===== config.mk =====
export PLATFORM = sky130hd
export DESIGN_NAME = stepper_axis_home_and_move_unit
export DESIGN_NICKNAME = d
export VERILOG_FILES = /design/src/design/samu_pkg.sv /design/src/design/samu_next.sv /design/src/design/stepper_axis_home_and_move_unit.sv
export SDC_FILE = /design/constraint.sdc
export NUM_CORES = 1
export LEC_CHECK = 0
export ABC_AREA = 1
export BUFFER_PORTS_ARGS = -buffer_cell sky130_fd_sc_hd__clkbuf_2
export CORE_AREA = 8 8 144 146
export DETAILED_ROUTE_END_ITERATION = 8
export DIE_AREA = 0 0 152 154
export PLACE_DENSITY = 0.63
export SYNTH_ARGS = -nofsm -noshare
export SYNTH_HDL_FRONTEND = slang
export SYNTH_SLANG_ARGS = --single-unit

===== constraint.sdc =====
create_clock -name clk -period 6.8 [get_ports clk]
set_clock_uncertainty 0.15 [all_clocks]
set_input_delay 0.68 -clock clk [delete_from_list [all_inputs] [get_ports clk]]
set_output_delay 0.68 -clock clk [all_outputs]
set_load 0.05 [all_outputs]

===== src/design/samu_pkg.sv =====
`default_nettype none
// ----------------------------------------------------------------------------
// samu_pkg
// Shared types and constants for the stepper axis home and move unit.
// ----------------------------------------------------------------------------
package samu_pkg;

	// Microsteps issued per millimetre of travel
	localparam logic [7:0] MICROSTEPS_PER_MM = 8'd200;

	// Configuration register reset values
	localparam logic [15:0] HOME_HALF_RESET = 16'd500;
	localparam logic [15:0] MOVE_HALF_RESET = 16'd100;

	// Microstep select code for eighth step
	localparam logic [1:0] MS_EIGHTH = 2'd3;

	// Configuration register indexes
	typedef enum logic {
		CFG_HOME_HALF = 1'b0,
		CFG_MOVE_HALF = 1'b1
	} cfg_index_t;

	// Item actions
	typedef enum logic [1:0] {
		ACT_TICK = 2'd0,
		ACT_HOME = 2'd1,
		ACT_MOVE = 2'd2
	} action_t;

	// Axis mode
	typedef enum logic [1:0] {
		MODE_IDLE = 2'd0,
		MODE_HOME = 2'd1,
		MODE_MOVE = 2'd2
	} mode_t;

	// Input beat
	typedef struct packed {
		logic [1:0] action;
		logic [7:0] goal_mm;
		logic       switch_closed;
	} in_item_t;

	// Result beat
	typedef struct packed {
		logic       step_level;
		logic       dir_level;
		logic       enable_n;
		logic [1:0] microstep_sel;
		logic       busy_res;
		logic [7:0] position_mm;
		logic       rejected;
	} out_item_t;

	// Axis state
	typedef struct packed {
		mode_t       mode;
		logic [7:0]  position;
		logic [15:0] steps_remaining;
		logic [15:0] phase_timer;
		logic        step_pin;
		logic        dir_pin;
		logic        driver_enabled;
		logic [1:0]  ms_pins;
	} axis_state_t;

	localparam axis_state_t AXIS_RESET = '{
		mode:            MODE_IDLE,
		position:        8'd0,
		steps_remaining: 16'd0,
		phase_timer:     16'd0,
		step_pin:        1'b0,
		dir_pin:         1'b0,
		driver_enabled:  1'b0,
		ms_pins:         2'd0
	};

endpackage
`default_nettype wire


===== src/design/samu_next.sv =====
`default_nettype none
// ----------------------------------------------------------------------------
// samu_next
// Next-state logic of the axis: pulse timing, homing, move setup, reject.
// ----------------------------------------------------------------------------
module samu_next
	import samu_pkg::*;
(
	input  var axis_state_t cur,
	input  var in_item_t    item,
	input  var logic [15:0] home_half,
	input  var logic [15:0] move_half,
	output axis_state_t     nxt,
	output logic            rejected
);

	logic [15:0] half_raw;
	logic [15:0] half;
	logic [15:0] timer_dec;
	logic [7:0]  diff;
	logic        goal_below;
	logic [15:0] move_steps;

	// Pick the half period for the current mode; zero acts as one
	assign half_raw = (cur.mode == MODE_HOME) ? home_half : move_half;
	assign half     = (half_raw == 16'd0) ? 16'd1 : half_raw;

	assign timer_dec = (cur.phase_timer != 16'd0) ? cur.phase_timer - 16'd1 : 16'd0;

	// Distance to goal in whole millimetres and its microstep count
	assign goal_below = item.goal_mm < cur.position;
	assign diff       = goal_below ? cur.position - item.goal_mm : item.goal_mm - cur.position;
	assign move_steps = 16'(diff) * 16'(MICROSTEPS_PER_MM);

	always_comb begin
		nxt      = cur;
		rejected = 1'b0;
		case (item.action)
			ACT_TICK: begin
				// Advance the pulse timer while busy
				if (cur.mode != MODE_IDLE) begin
					nxt.phase_timer = timer_dec;
					if (timer_dec == 16'd0) begin
						if (cur.step_pin) begin
							nxt.step_pin    = 1'b0;
							nxt.phase_timer = half;
						end else if (cur.mode == MODE_HOME) begin
							if (item.switch_closed) begin
								nxt.position = 8'd0;
								nxt.mode     = MODE_IDLE;
							end else begin
								nxt.step_pin    = 1'b1;
								nxt.phase_timer = half;
							end
						end else if (cur.steps_remaining == 16'd0) begin
							nxt.mode = MODE_IDLE;
						end else begin
							nxt.steps_remaining = cur.steps_remaining - 16'd1;
							nxt.step_pin        = 1'b1;
							nxt.phase_timer     = half;
						end
					end
				end
			end
			ACT_HOME, ACT_MOVE: begin
				if (cur.mode != MODE_IDLE) begin
					rejected = 1'b1;
				end else begin
					// Prepare the driver for a new run
					nxt.ms_pins        = MS_EIGHTH;
					nxt.driver_enabled = 1'b1;
					nxt.step_pin       = 1'b0;
					nxt.phase_timer    = 16'd0;
					if (item.action == ACT_HOME) begin
						nxt.dir_pin = 1'b0;
						nxt.mode    = MODE_HOME;
					end else begin
						nxt.dir_pin         = !goal_below;
						nxt.steps_remaining = move_steps;
						nxt.position        = item.goal_mm;
						if (move_steps != 16'd0) begin
							nxt.mode = MODE_MOVE;
						end
					end
				end
			end
			default: begin
				nxt = cur;
			end
		endcase
	end

endmodule
`default_nettype wire


===== src/design/stepper_axis_home_and_move_unit.sv =====
`default_nettype none
// ----------------------------------------------------------------------------
// stepper_axis_home_and_move_unit
// Single-axis step/direction generator with homing for an eighth-step driver.
// ----------------------------------------------------------------------------
// Every input beat yields exactly one result beat. An item is accepted in any
// cycle in which the two-entry result buffer has room, so the sustained rate
// is one item per clock. Each result is registered in the output register;
// a stalled result is held there and one more result fits in a skid register
// before in_stall rises. Half-period registers are written through the plain
// write port; the user must write them only while the block is idle, as the
// block itself does not enforce this.
module stepper_axis_home_and_move_unit
	import samu_pkg::*;
(
	input  var logic      clk,
	input  var logic      arst_n,
	input  var logic      cfg_we,
	input  var logic      cfg_index,
	input  var logic [15:0] cfg_data,
	input  var logic      in_valid,
	output logic          in_stall,
	input  var in_item_t  in_data,
	output logic          out_valid,
	input  var logic      out_stall,
	output out_item_t     out_data
);

	logic [15:0] home_half_q;
	logic [15:0] move_half_q;
	axis_state_t state_q;
	axis_state_t state_nxt;
	logic        rej;
	out_item_t   result;
	logic        in_take;
	logic        out_free;
	logic        out_valid_q;
	out_item_t   out_data_q;
	logic        skid_valid_q;
	out_item_t   skid_data_q;

	// Configuration registers
	always_ff @(posedge clk or negedge arst_n) begin
		if (!arst_n) begin
			home_half_q <= HOME_HALF_RESET;
			move_half_q <= MOVE_HALF_RESET;
		end else if (cfg_we) begin
			case (cfg_index)
				CFG_HOME_HALF: home_half_q <= cfg_data;
				CFG_MOVE_HALF: move_half_q <= cfg_data;
				default: begin
				end
			endcase
		end
	end

	samu_next u_next (
		.cur       (state_q),
		.item      (in_data),
		.home_half (home_half_q),
		.move_half (move_half_q),
		.nxt       (state_nxt),
		.rejected  (rej)
	);

	// Build the result beat from the updated state
	always_comb begin
		result.step_level    = state_nxt.step_pin;
		result.dir_level     = state_nxt.dir_pin;
		result.enable_n      = !state_nxt.driver_enabled;
		result.microstep_sel = state_nxt.ms_pins;
		result.busy_res      = state_nxt.mode != MODE_IDLE;
		result.position_mm   = state_nxt.position;
		result.rejected      = rej;
	end

	assign in_stall = skid_valid_q;
	assign in_take  = in_valid && !skid_valid_q;
	assign out_free = !out_valid_q || !out_stall;

	// Commit axis state on each accepted beat
	always_ff @(posedge clk or negedge arst_n) begin
		if (!arst_n) begin
			state_q <= AXIS_RESET;
		end else if (in_take) begin
			state_q <= state_nxt;
		end
	end

	// Output register and skid stage
	always_ff @(posedge clk or negedge arst_n) begin
		if (!arst_n) begin
			out_valid_q  <= 1'b0;
			skid_valid_q <= 1'b0;
		end else if (out_free) begin
			out_valid_q  <= skid_valid_q || in_take;
			skid_valid_q <= 1'b0;
		end else if (in_take) begin
			skid_valid_q <= 1'b1;
		end
	end

	always_ff @(posedge clk) begin
		if (out_free) begin
			out_data_q <= skid_valid_q ? skid_data_q : result;
		end
		if (!out_free && in_take) begin
			skid_data_q <= result;
		end
	end

	assign out_valid = out_valid_q;
	assign out_data  = out_data_q;

	// Skid only holds a beat behind a waiting output beat
	a_skid_behind_out: assert property (@(posedge clk) disable iff (!arst_n)
		skid_valid_q |-> out_valid_q)
		else $error("skid holds a beat with the output register empty");

	// Skid fills only after a stalled output
	a_skid_fill: assert property (@(posedge clk) disable iff (!arst_n)
		$rose(skid_valid_q) |-> $past(out_valid_q && out_stall))
		else $error("skid filled without an output stall");

	// A rejected command is only reported while busy
	a_reject_busy: assert property (@(posedge clk) disable iff (!arst_n)
		out_valid_q && out_data_q.rejected |-> out_data_q.busy_res)
		else $error("rejected beat reported while idle");

	// A busy axis always has the driver enabled at eighth step
	a_busy_driver: assert property (@(posedge clk) disable iff (!arst_n)
		state_q.mode != MODE_IDLE |-> state_q.driver_enabled && state_q.ms_pins == MS_EIGHTH)
		else $error("axis busy with driver not prepared");

	// An idle axis leaves the step pin low
	a_idle_step_low: assert property (@(posedge clk) disable iff (!arst_n)
		state_q.mode == MODE_IDLE |-> !state_q.step_pin)
		else $error("step pin high while idle");

endmodule
`default_nettype wire

Word level (Yosys, flattened, before mapping)
Cells that the tools add are included.
- add/subtract/negate cells: 4
- multipliers: 1
- order comparisons: 1
- equality and inequality tests: 10
- mux-type cells: 28
- bitwise operators: 1
- reduce and logical (&&, ||, !) cells: 25
- operators with widths (operator ; number):
    43-bit two-way mux ; 2
    43-bit case mux with 2 select lines ; 1
    16-bit two-way mux ; 4
    17-bit two-way mux ; 3
    16-bit logical NOT ; 3
    47-bit two-way mux ; 1
    33-bit two-way mux ; 1
    16-bit nonzero test ; 2
    16-bit by 1-bit subtractor with 16-bit output (second input constant) ; 2
    26-bit two-way mux ; 1
    24-bit two-way mux ; 1
    8-bit two-way mux ; 2
    8-bit subtractor ; 2
    15-bit two-way mux ; 1
    8-bit by 5-bit multiplier with 13-bit output (second input constant) ; 1
    10-bit two-way mux ; 1
    2-bit != test (second input constant) ; 5
    9-bit AND reduction ; 1
    8-bit < comparator ; 1
    2-bit two-way mux ; 4
    2-bit nonzero test ; 4
    1-bit logical NOT ; 6
    1-bit two-way mux ; 5
    2-bit by 1-bit == test with 1-bit output (second input constant) ; 2
    10 further kinds ; 14
- register bits: 111
- input bits: 33
- output and inout port bits: 17
- logic and storage cells: 96

Longest topological paths before layout
Gate-level depths: netlist of the first run.
- depth after elaboration: 12
- depth in mapped cells: 35
- mapped depth without buffers: 34

By module
From an unflattened synthesis of the first run, not the netlist that was laid out.
- cells, all modules: 1323
- area, all modules: 8812.2 um^2
- by module, submodules not included (module ; instances ; cells an instance ; area each (um^2) ; seq. area each (um^2)):
    samu_next ; 1 ; 892 ; 4496.8 ; 0.0
    stepper_axis_home_and_move_unit ; 1 ; 431 ; 4315.4 ; 2939.1

Worst setup path before layout of the first run
Ideal clock, no wire load.
- path kind: input port to flip-flop
- from: input port in_data[1] (netlist name)
- to: register out_data_q (netlist bit out_data[9]) (data pin)
- arrival: 4718 ps
- required time: 6397 ps
- slack: 1679 ps
- stages on the path: 32
- cell sequence: inv_1 ha_1 inv_1 fa_1 nand3_1 nand2_1 nand3_1 nand2_1 buf_2 nand3_1 o21ai_0 xnor2_1 ha_1 ha_1 inv_1 fa_1 inv_1 ha_1 a21oi_1 or2_2 nand3_1 nand2_1 nand2_1 nand2_1 nor2_1 nand4_1 nand2_1 nand2_1 nand2_1 nand3_1 nand2_1 nand2_1
- RTL lines (what ; RTL line ; source):
    start, declared ; stepper_axis_home_and_move_unit.sv:23 ; input var in_item_t in_data,
    end signal, assigned ; stepper_axis_home_and_move_unit.sv:105 ; out_data_q <= skid_valid_q ? skid_data_q : result;
    end, declared ; stepper_axis_home_and_move_unit.sv:38 ; out_item_t out_data_q;

==> results of run 1 <==
-- what timing repair did --
action | CTS | global route
buffers inserted | 0 | 0
hold buffers | 1 | 0
hold endpoints to repair | 9 | 0
-- area by class of cell --
class | count | area [µm²]
repair buffers | 55 | 295
fillers | 1837 | 9900
well taps | 234 | 293
multi-input cells | 772 | 4190
clock inverters | 5 | 53.8
inverters | 138 | 518
flip-flops and latches | 111 | 2940
clock buffers | 11 | 275
-- Yosys cell counts, drive strengths merged --
master  instances  area share
edfxtp         30        0.12
o22ai           2      0.0016
clkinv          2     0.00096
a21o            3      0.0029
o21a            1     0.00096
mux2i          10       0.013
nor4            1     0.00080
a21oi          26       0.017
or2             3      0.0024
dfrtp          72        0.23
nand3b          1     0.00096
clkbuf         19      0.0091
inv           136       0.065
nand2         343        0.17
o21ai          93       0.060
xnor2          10       0.011
nand3          84       0.062
o211ai          3      0.0029
nor3            8      0.0058
o21bai          2      0.0019
ha             47       0.075
a31oi           5      0.0040
fa              5       0.013
and3            1     0.00080
dfstp           9       0.030
a211oi          2      0.0026
buf            13       0.012
nor2           80       0.049
a221oi          2      0.0022
a21boi          3      0.0029
xor2           17       0.019
o31ai           5      0.0048
nand4          15       0.012
-- per-layer routing --
| metal | global-route usage | vias up |
|---|---|---|
| met1 | 0.203 | 3048 |
| met5 | 0 | - |
| li1 | - | 3455 |
| met2 | 0.267 | 142 |
| met3 | 0.0305 | 23 |
| met4 | 0.0485 | 0 |
-- logic make-up after synthesis --
family,Yosys count,share of synthesized area
buf+inv,170,0.0876
mux,10,0.0128
simple gates,536,0.301
flops,111,0.376
xor+xnor,27,0.0303
compound gates,147,0.104
fa+ha+maj,52,0.0881
-- through the flow --
| step | area (µm²) | hold slack [ps] |
|---|---|---|
| after global placement | 8220 | 302 |
| after detailed placement | 8220 | 302 |
| after floorplan | 7810 | 234 |
| final | 8560 | 319 |
| after CTS | 8560 | 321 |
| after global routing | 8560 | 353 |
-- flip-flops by register name (all words and copies together) (netlist names) --
register and count:
state_q 47, out_data 15, in_stall 1, skid_data_q 15, move_half_q 16, out_valid 1
home_half_q 16
-- critical path, cell delays in order (launching register included) --
cell	delay (ps)
dfrtp_1	510
inv_1	170
fa_1	460
nand3_1	110
nand2_1	90
nand3_1	80
nand2_1	230
o21ai_0	450
xnor2_1	220
ha_1	280
ha_1	270
inv_1	50
fa_1	490
inv_1	40
ha_1	350
nand3_1	110
nand3_1	140
xnor2_1	260
nand3_1	110
nor2_1	110
nand4_1	110
nand2_1	80
nand2_1	40
nand2_1	90
nand3_1	100
nand2_1	70
nand2_1	60
-- how the worst max path moves through the flow --
stage | endpoint | slack [ps] | depth (start not counted)
5_1_grt | out_data[9]$_DFFE_PN_ | 870 | 27
2_1_floorplan | out_data[9]$_DFFE_PN_ | 1680 | 32
3_3_place_gp | out_data[9]$_DFFE_PN_ | 1070 | 31
6_report | out_data[9]$_DFFE_PN_ | 1310 | 26
3_5_place_dp | out_data[9]$_DFFE_PN_ | 990 | 30
4_1_cts | out_data[9]$_DFFE_PN_ | 1300 | 26
==> reports/metrics.cfg, run 1 <==
[run_status]
status = complete, no violations

[critical_path]
ff2ff_setup_slack_ps = 1310
ff2ff_path_depth = 26
timing.rr.end = out_data[9]$_DFFE_PN_
crit_type = flip-flop to flip-flop
crit_start = state_q[38]$_DFFE_PN0P_
crit_path_max_fanout = 12
crit_path_end_kind = flip-flop
arrival_ps = 5460
timing.rr.start = state_q[38]$_DFFE_PN0P_
start_kind = flip-flop
crit_required_ps = 6770

[synth]
syn_avg_cell_area_um2 = 7.42
synth-seq-cells = 111
ys_seq_area_frac = 0.376
yosys_warnings = 0
synth_nets = 1138
syn_area_um2 = 7810
yosysUniqueCellTypes = 48
synthCells = 1053

[timing]
fin_crit_ps = 5490
final.setup.tns_ps = 0
rsz0062_at_grt = false
fmax_mhz = 182
finalCritPeriodShare = 0.807
worst_slew_pin_slew_ps = 942
maxSlewViolCount = 0
layout_setup_ws_ps = 1310
hold_violations = 0
slew-limit-headroom = 0.370
setup_viol = 0

[final_layout]
mostFrequentLayoutCell = nand2_1
syn_to_final_growth_pct = 9.61
final_nets = 1172
fin_util = 0.464
drive_above_1_share = 0.105
final_cell_mix = nand2_1 (336), inv_1 (134), nand3_1 (75), dfrtp_1 (72), o21ai_0 (71)
layoutNonFillerInstCount = 1326
diodes = 0

[detailed_routing]
drt-wirelength-per-cell_um = 13.8
drt-met1-wl_um = 8600
routed_wl_um = 18300
drc = 0
viasPerCell = 5.03
top_layer_used = met4
vias = 6668
ant_nets = 0
route.met2.wl_um = 8580
dr.pass1.iters = 5
drtIter0Drc = 504
wl_met3_um = 829

[clock_network]
clk_latency_ps = 370
cts_tree = done
htreeDepth = 3
root_buffer = clkbuf_16
ctsResizeCount = 0
numCtsBuffers = 9
cts_buffer_depth = 2
clk_pin_slew_ps = 90
clkSinkCount = 111

[floorplanning]
pin_count = 50
die_h_um = 154
initial_core_util = 0.423
rows = 50
die_w_um = 152
core_area_um2 = 18500
dieArea_um2 = 23400

[grt]
grt_pass1_vias = 6421
overflow = 0
grt_usage = 0.159
grt_pass1_wl_um = 31000
grt_max_degree = 73
antenna_found_initial = 0

[worst_hold_path]
hold_class = flip-flop to flip-flop
hold-path-endpoint = state_q[0]$_DFFE_PN0P_
hp-start = state_q[0]$_DFFE_PN0P_
hold_depth = 2

[placed_design]
pre_cts_ws_ps = 992
place_inst = 1309
dpl.hpwl_um = 13900
gp_congestion = 0.908
portBuffers = 49

[run]
cap_violations = 0

Power of run 1 is left out: the tool's default activity adds up to more than one toggle a clock period on the data nets, which glitch-free logic cannot reach.
==> inputs of run 2 (changes only) <==
--- a/config.mk
+++ b/config.mk
@@ -5,12 +5,12 @@
 export SDC_FILE = /design/constraint.sdc
 export NUM_CORES = 1
 export LEC_CHECK = 0
-export ABC_AREA = 1
+export ABC_AREA = 0
 export BUFFER_PORTS_ARGS = -buffer_cell sky130_fd_sc_hd__clkbuf_2
-export CORE_AREA = 8 8 144 146
+export CORE_AREA = 8 8 138 140
 export DETAILED_ROUTE_END_ITERATION = 8
-export DIE_AREA = 0 0 152 154
-export PLACE_DENSITY = 0.63
+export DIE_AREA = 0 0 146 148
+export PLACE_DENSITY = 0.66
 export SYNTH_ARGS = -nofsm -noshare
 export SYNTH_HDL_FRONTEND = slang
 export SYNTH_SLANG_ARGS = --single-unit
==> constraint.sdc (replaced) <==
create_clock -name clk -period 4.41 [get_ports clk]
set_clock_uncertainty 0.15 [all_clocks]
set_input_delay 0.441 -clock clk [delete_from_list [all_inputs] [get_ports clk]]
set_output_delay 0.441 -clock clk [all_outputs]
set_load 0.05 [all_outputs]
==> reports/metrics.cfg, run 2 <==
[run_status]
status = finished, violations left
violations = negative setup slack

[placed_design]
gp_congestion = 0.879
portBuffers = 49
dpl_cell_area_um2 = 8170
place_inst = 993
dpl.hpwl_um = 12900

[final_layout]
top_register = state_q
syn_to_final_growth_pct = 25.8
largestRegisters = state_q x47, home_half_q x16, move_half_q x16
fin_util = 0.528
mostFrequentLayoutCell = buf_4
nFillCells = 1483
largest_reg_flops = 47
final_area_um2 = 8950
multi_input_area_um2 = 4300
layoutNonFillerInstCount = 1031
regArea_um2 = 2940
diodes = 0
final_nets = 886
final_cell_mix = buf_4 (82), dfrtp_1 (72), clkbuf_2 (48), o21ai_0 (47), mux2_2 (47)
drive_above_1_share = 0.359

[floorplanning]
dieArea_um2 = 21600
core_area_um2 = 16900
die_h_um = 148
rows = 48
die_w_um = 146
pin_count = 50
initial_core_util = 0.420

[detailed_routing]
vias = 5822
routed_wl_um = 18000
drtIter0Drc = 356
ant_nets = 0
drt-wirelength-per-cell_um = 17.5
dr.pass1.iters = 5
drc = 0
viasPerCell = 5.65

[clock_network]
root_buffer = clkbuf_16
clkSinkCount = 111
numCtsBuffers = 9
hold_buffers = 0
cts_tree = done
clk_latency_ps = 350
clk_pin_slew_ps = 80
cts_buffer_depth = 2
htreeDepth = 3

[timing]
layout_setup_ws_ps = -871
hold_violations = 0
final.setup.tns_ps = -5140
finalCritPeriodShare = 1.20
fmax_mhz = 189
fin_crit_ps = 5280
setup_viol = 9
worst_slew_pin_slew_ps = 1050
slew-limit-headroom = 0.297
maxSlewViolCount = 0
rsz0062_at_grt = true

[synth]
ys_top_cells_by_area = dfrtp_1 (25%), edfxtp_1 (13%), ha_1 (8.3%), mux2_2 (7.6%), o21ai_0 (3.7%)
synth-seq-cells = 111
yosysTopAreaCell = dfrtp_1
syn_avg_cell_area_um2 = 10.5
synth_nets = 765
synth_most_common_cell = dfrtp_1
syn_area_um2 = 7110
ys.flop_type = dfrtp_1
synthArstFlopShare = 0.730
synth_top_cells_by_count = dfrtp_1 (72), o21ai_0 (53), mux2_2 (48)
ys_seq_area_frac = 0.413
synthCells = 680
synth_edf_count = 30
synth_top_area_frac = 0.253
yosysUniqueCellTypes = 69
yosys_warnings = 0

[critical_path]
crit_family = adder cells
crit_required_ps = 4360
cp_cell_sequence = ha_4, inv_2, fa_2, a21oi_2, o21bai_2, a21oi_4, mux2i_2, xnor2_2, inv_2, ha_4, ha_4, inv_2, fa_1, inv_2, ha_4, a211oi_2, o21bai_1, a21oi_2, xor2_2, nand3_2, nor4b_4, a31oi_2, o22a_1
timing.rr.end = out_data[9]$_DFFE_PN_
crit_type = flip-flop to flip-flop
ff2ff_path_depth = 23
critPathSlowestCell = fa_1
crit_start = state_q[37]$_DFFE_PN0P_
arrival_ps = 5230
start_kind = flip-flop
worst-path-buf-inv = 4
ff2ff_setup_slack_ps = -870
crit_path_max_fanout = 5
max_stage_delay_ps = 490
crit_path_end_kind = flip-flop
timing.rr.start = state_q[37]$_DFFE_PN0P_

[grt]
antenna_found_initial = 0
overflow = 0
grt_pass1_vias = 5969
grt_usage = 0.168
grt_pass1_wl_um = 30300
grt_max_degree = 82

[run]
cap_violations = 0

[worst_hold_path]
hold_class = input port to asynchronous set/reset pin

[run 2: changes by cell type after synthesis, sizes merged, moves of 12 or more]
cell | before | now
inv | 136 | 46
o21ai | 93 | 57
nand2b | 0 | 13
a22o | 0 | 24
nand2 | 343 | 41
nand3 | 84 | 7
nor2 | 80 | 35
nor4 | 1 | 16
nand4 | 15 | 3
mux2 | 0 | 48
[run 2: logic make-up after synthesis]
family | synth area share
xor+xnor | 0.0259
simple gates | 0.144
mux | 0.104
flops | 0.413
buf+inv | 0.0420
fa+ha+maj | 0.0967
compound gates | 0.174
[run 2: timing repair]
| item | CTS | global route |
|---|---|---|
| setup endpoints to repair | 9 | 10 |
| pin swaps | 23 | 21 |
| buffers inserted | 17 | 7 |
| resized for setup | 36 | 20 |
[run 2: metal layers]
| layer | routed length [µm] | share of wire | track usage |
|---|---|---|---|
| met1 | 8090 | 0.45 | 0.218 |
| met2 | 8970 | 0.50 | 0.285 |
| met3 | 749 | 0.042 | 0.0297 |
| met4 | 216 | 0.012 | 0.0428 |
| met5 | 0 | 0 | 0 |
[run 2: worst max path at each step]
stage	endpoint	depth (start not counted)
floorplan	skid_data_q[9]$_DFFE_PP_	25
detailed placement	skid_data_q[9]$_DFFE_PP_	25
global placement	skid_data_q[9]$_DFFE_PP_	23
global route	out_data[9]$_DFFE_PN_	23
finish	out_data[9]$_DFFE_PN_	23
CTS	out_data[9]$_DFFE_PN_	23
[run 2: stage by stage]
step                      hold slack (ps)  worst slack [ps]
after CTS                             161              -836
after detailed placement              294             -1130
after floorplan                     -4.59              -591
after global placement                291              -952
after global routing                  158             -1130
final                                 119              -871
[run 2: layout make-up]
type / instances / share of cell area
Timing Repair Buffer: 138 / 0.106
Inverter: 46 / 0.0207
Clock inverter: 7 / 0.00825
Multi-Input combinational cell: 495 / 0.480
Sequential cell: 111 / 0.328
Clock buffer: 9 / 0.0252
Tap cell: 225 / 0.0315
[run 2: worst register-to-register path, cell delays in order, from the launching register on]
cell and delay (ps):
dfrtp_1 420, ha_4 150, inv_2 40, fa_2 350, a21oi_2 170, o21bai_2 110
a21oi_4 230, mux2i_2 290, xnor2_2 190, inv_2 80, ha_4 250, ha_4 250
inv_2 30, fa_1 490, inv_2 50, ha_4 240, a211oi_2 190, o21bai_1 110
a21oi_2 230, xor2_2 220, nand3_2 130, nor4b_4 300, a31oi_2 160, o22a_1 210
Power of run 2 is left out for the same reason.
==> inputs of run 3 (changes only) <==
--- a/config.mk
+++ b/config.mk
@@ -10,7 +10,9 @@
 export CORE_AREA = 8 8 138 140
 export DETAILED_ROUTE_END_ITERATION = 8
 export DIE_AREA = 0 0 146 148
+export GPL_TIMING_DRIVEN = 0
 export PLACE_DENSITY = 0.66
+export RECOVER_POWER = 50
 export SYNTH_ARGS = -nofsm -noshare
 export SYNTH_HDL_FRONTEND = slang
 export SYNTH_SLANG_ARGS = --single-unit
==> constraint.sdc (replaced) <==
create_clock -name clk -period 4.41 [get_ports clk]
set_clock_uncertainty 0.15 [all_clocks]
set_input_delay 0.882 -clock clk [delete_from_list [all_inputs] [get_ports clk]]
set_output_delay 0.882 -clock clk [all_outputs]
set_load 0.05 [all_outputs]
==> reports/metrics.cfg, run 3 (synthesis results as in run 2) <==
[grt]
grt_pass1_wl_um = 28000
grt_max_degree = 62
antenna_found_initial = 0
overflow = 0
grt_pass1_vias = 5653
grt_usage = 0.157

[timing]
maxSlewViolCount = 0
layout_setup_ws_ps = -1360
finalCritPeriodShare = 1.31
rsz0062_at_grt = true
worst_slew_pin_slew_ps = 1490
setup_viol = 10
fin_crit_ps = 5770
final.setup.tns_ps = -9370
hold_violations = 0
fmax_mhz = 173
slew-limit-headroom = 0.00891

[floorplanning]
die_w_um = 146
pin_count = 50
initial_core_util = 0.420
rows = 48
die_h_um = 148
dieArea_um2 = 21600
core_area_um2 = 16900

[detailed_routing]
viasPerCell = 5.62
drt-met1-wl_um = 7930
vias = 5591
wl_met3_um = 788
drtIter0Drc = 389
dr.pass1.iters = 7
top_layer_used = met4
route.met2.wl_um = 8130
routed_wl_um = 17100
ant_nets = 0
drc = 0
drt-wirelength-per-cell_um = 17.2

[critical_path]
ff2ff_setup_slack_ps = -1140
ff2ff_path_depth = 23
arrival_ps = 5730
crit_required_ps = 4370
crit_start = in_data[1]
timing.rr.start = state_q[37]$_DFFE_PN0P_
crit_path_max_fanout = 4
timing.rr.end = out_data[9]$_DFFE_PN_
crit_type = input port to flip-flop
start_kind = input port
crit_path_end_kind = flip-flop

[placed_design]
gp_congestion = 0.865
portBuffers = 49
dpl.hpwl_um = 12600

[final_layout]
fin_util = 0.502
final_cell_mix = dfrtp_1 (72), mux2_2 (48), o21ai_0 (47), clkbuf_2 (43), inv_1 (42)
syn_to_final_growth_pct = 19.5
diodes = 0
largestRegisters = state_q x47, home_half_q x16, move_half_q x16
largest_reg_flops = 47
top_register = state_q
drive_above_1_share = 0.285
final_nets = 849
mostFrequentLayoutCell = dfrtp_1

[clock_network]
htreeDepth = 3
numCtsBuffers = 9
cts_tree = done
clkSinkCount = 111
clk_latency_ps = 350
clk_pin_slew_ps = 70
cts_buffer_depth = 2
hold_buffers = 0
root_buffer = clkbuf_16

[run_status]
violations = max-capacitance violations, negative setup slack
status = finished, violations left

[worst_hold_path]
hp-start = state_q[0]$_DFFE_PN0P_
hold_class = flip-flop to flip-flop
hold_depth = 1
hold-path-endpoint = state_q[0]$_DFFE_PN0P_

[run]
cap_violations = 1

run 3: cell count changes in the layout (fill, tap and decap cells not counted), moves of 4 or more:
cell / previous run / this run
buf_2: 0 / 5
buf_4: 82 / 20
clkbuf_1: 0 / 25
clkbuf_2: 48 / 43
ha_1: 31 / 37
ha_4: 16 / 9
inv_2: 6 / 2
run 3: what timing repair did:
action | CTS | global route
setup buffers | 21 | 7
pin swaps | 26 | 28
endpoints found under the setup margin | 11 | 11
resized for setup | 23 | 22
run 3: layout make-up:
class                   count  area [µm²]
fillers                  1543        8430
repair buffers             73         447
well taps                 225         282
inverters                  46         188
multi-input cells         495        4230
clock buffers              10         229
plain buffers              28         138
clock inverters             6        50.0
flip-flops and latches    111        2940
run 3: how the worst max path moves through the flow:
| stage | end |
|---|---|
| after floorplan | skid_data_q[9]$_DFFE_PP_ |
| after global placement | out_data[9]$_DFFE_PN_ |
| after detailed placement | out_data[9]$_DFFE_PN_ |
| after CTS | out_data[9]$_DFFE_PN_ |
| after global routing | out_data[9]$_DFFE_PN_ |
| final | out_data[9]$_DFFE_PN_ |
run 3: through the flow:
stage	cells	hold WS [ps]	cell area (µm²)	setup slack [ps]
after detailed placement	955	312	7840	-2170
after CTS	987	321	8360	-1260
after global placement	954	290	7810	-2120
after global routing	994	347	8500	-1520
final	994	326	8500	-1360
after floorplan	680	275	7280	-1030
run 3: layer usage:
layer,global-route usage,vias to the layer above
met2,0.254,142
met4,0.0541,0
li1,-,2681
met1,0.204,2748
met5,0,-
met3,0.0339,20
run 3: worst max-delay path, stage by stage:
cell and delay (ps):
clkbuf_16 140, inv_12 40, ha_4 130, inv_4 30
fa_2 350, a21oi_2 190, o21bai_2 130, a21oi_4 270
buf_4 170, mux2_2 340, a31oi_1 220, o21ai_1 160
xor2_1 240, ha_1 270, ha_1 290, ha_1 330
ha_4 260, nor2_1 160, nor2b_1 70, nor2_1 140
a21oi_2 70, xor2_2 170, nor4b_2 290, a31oi_2 180
o22a_1 200
Power of run 3 is left out for the same reason.
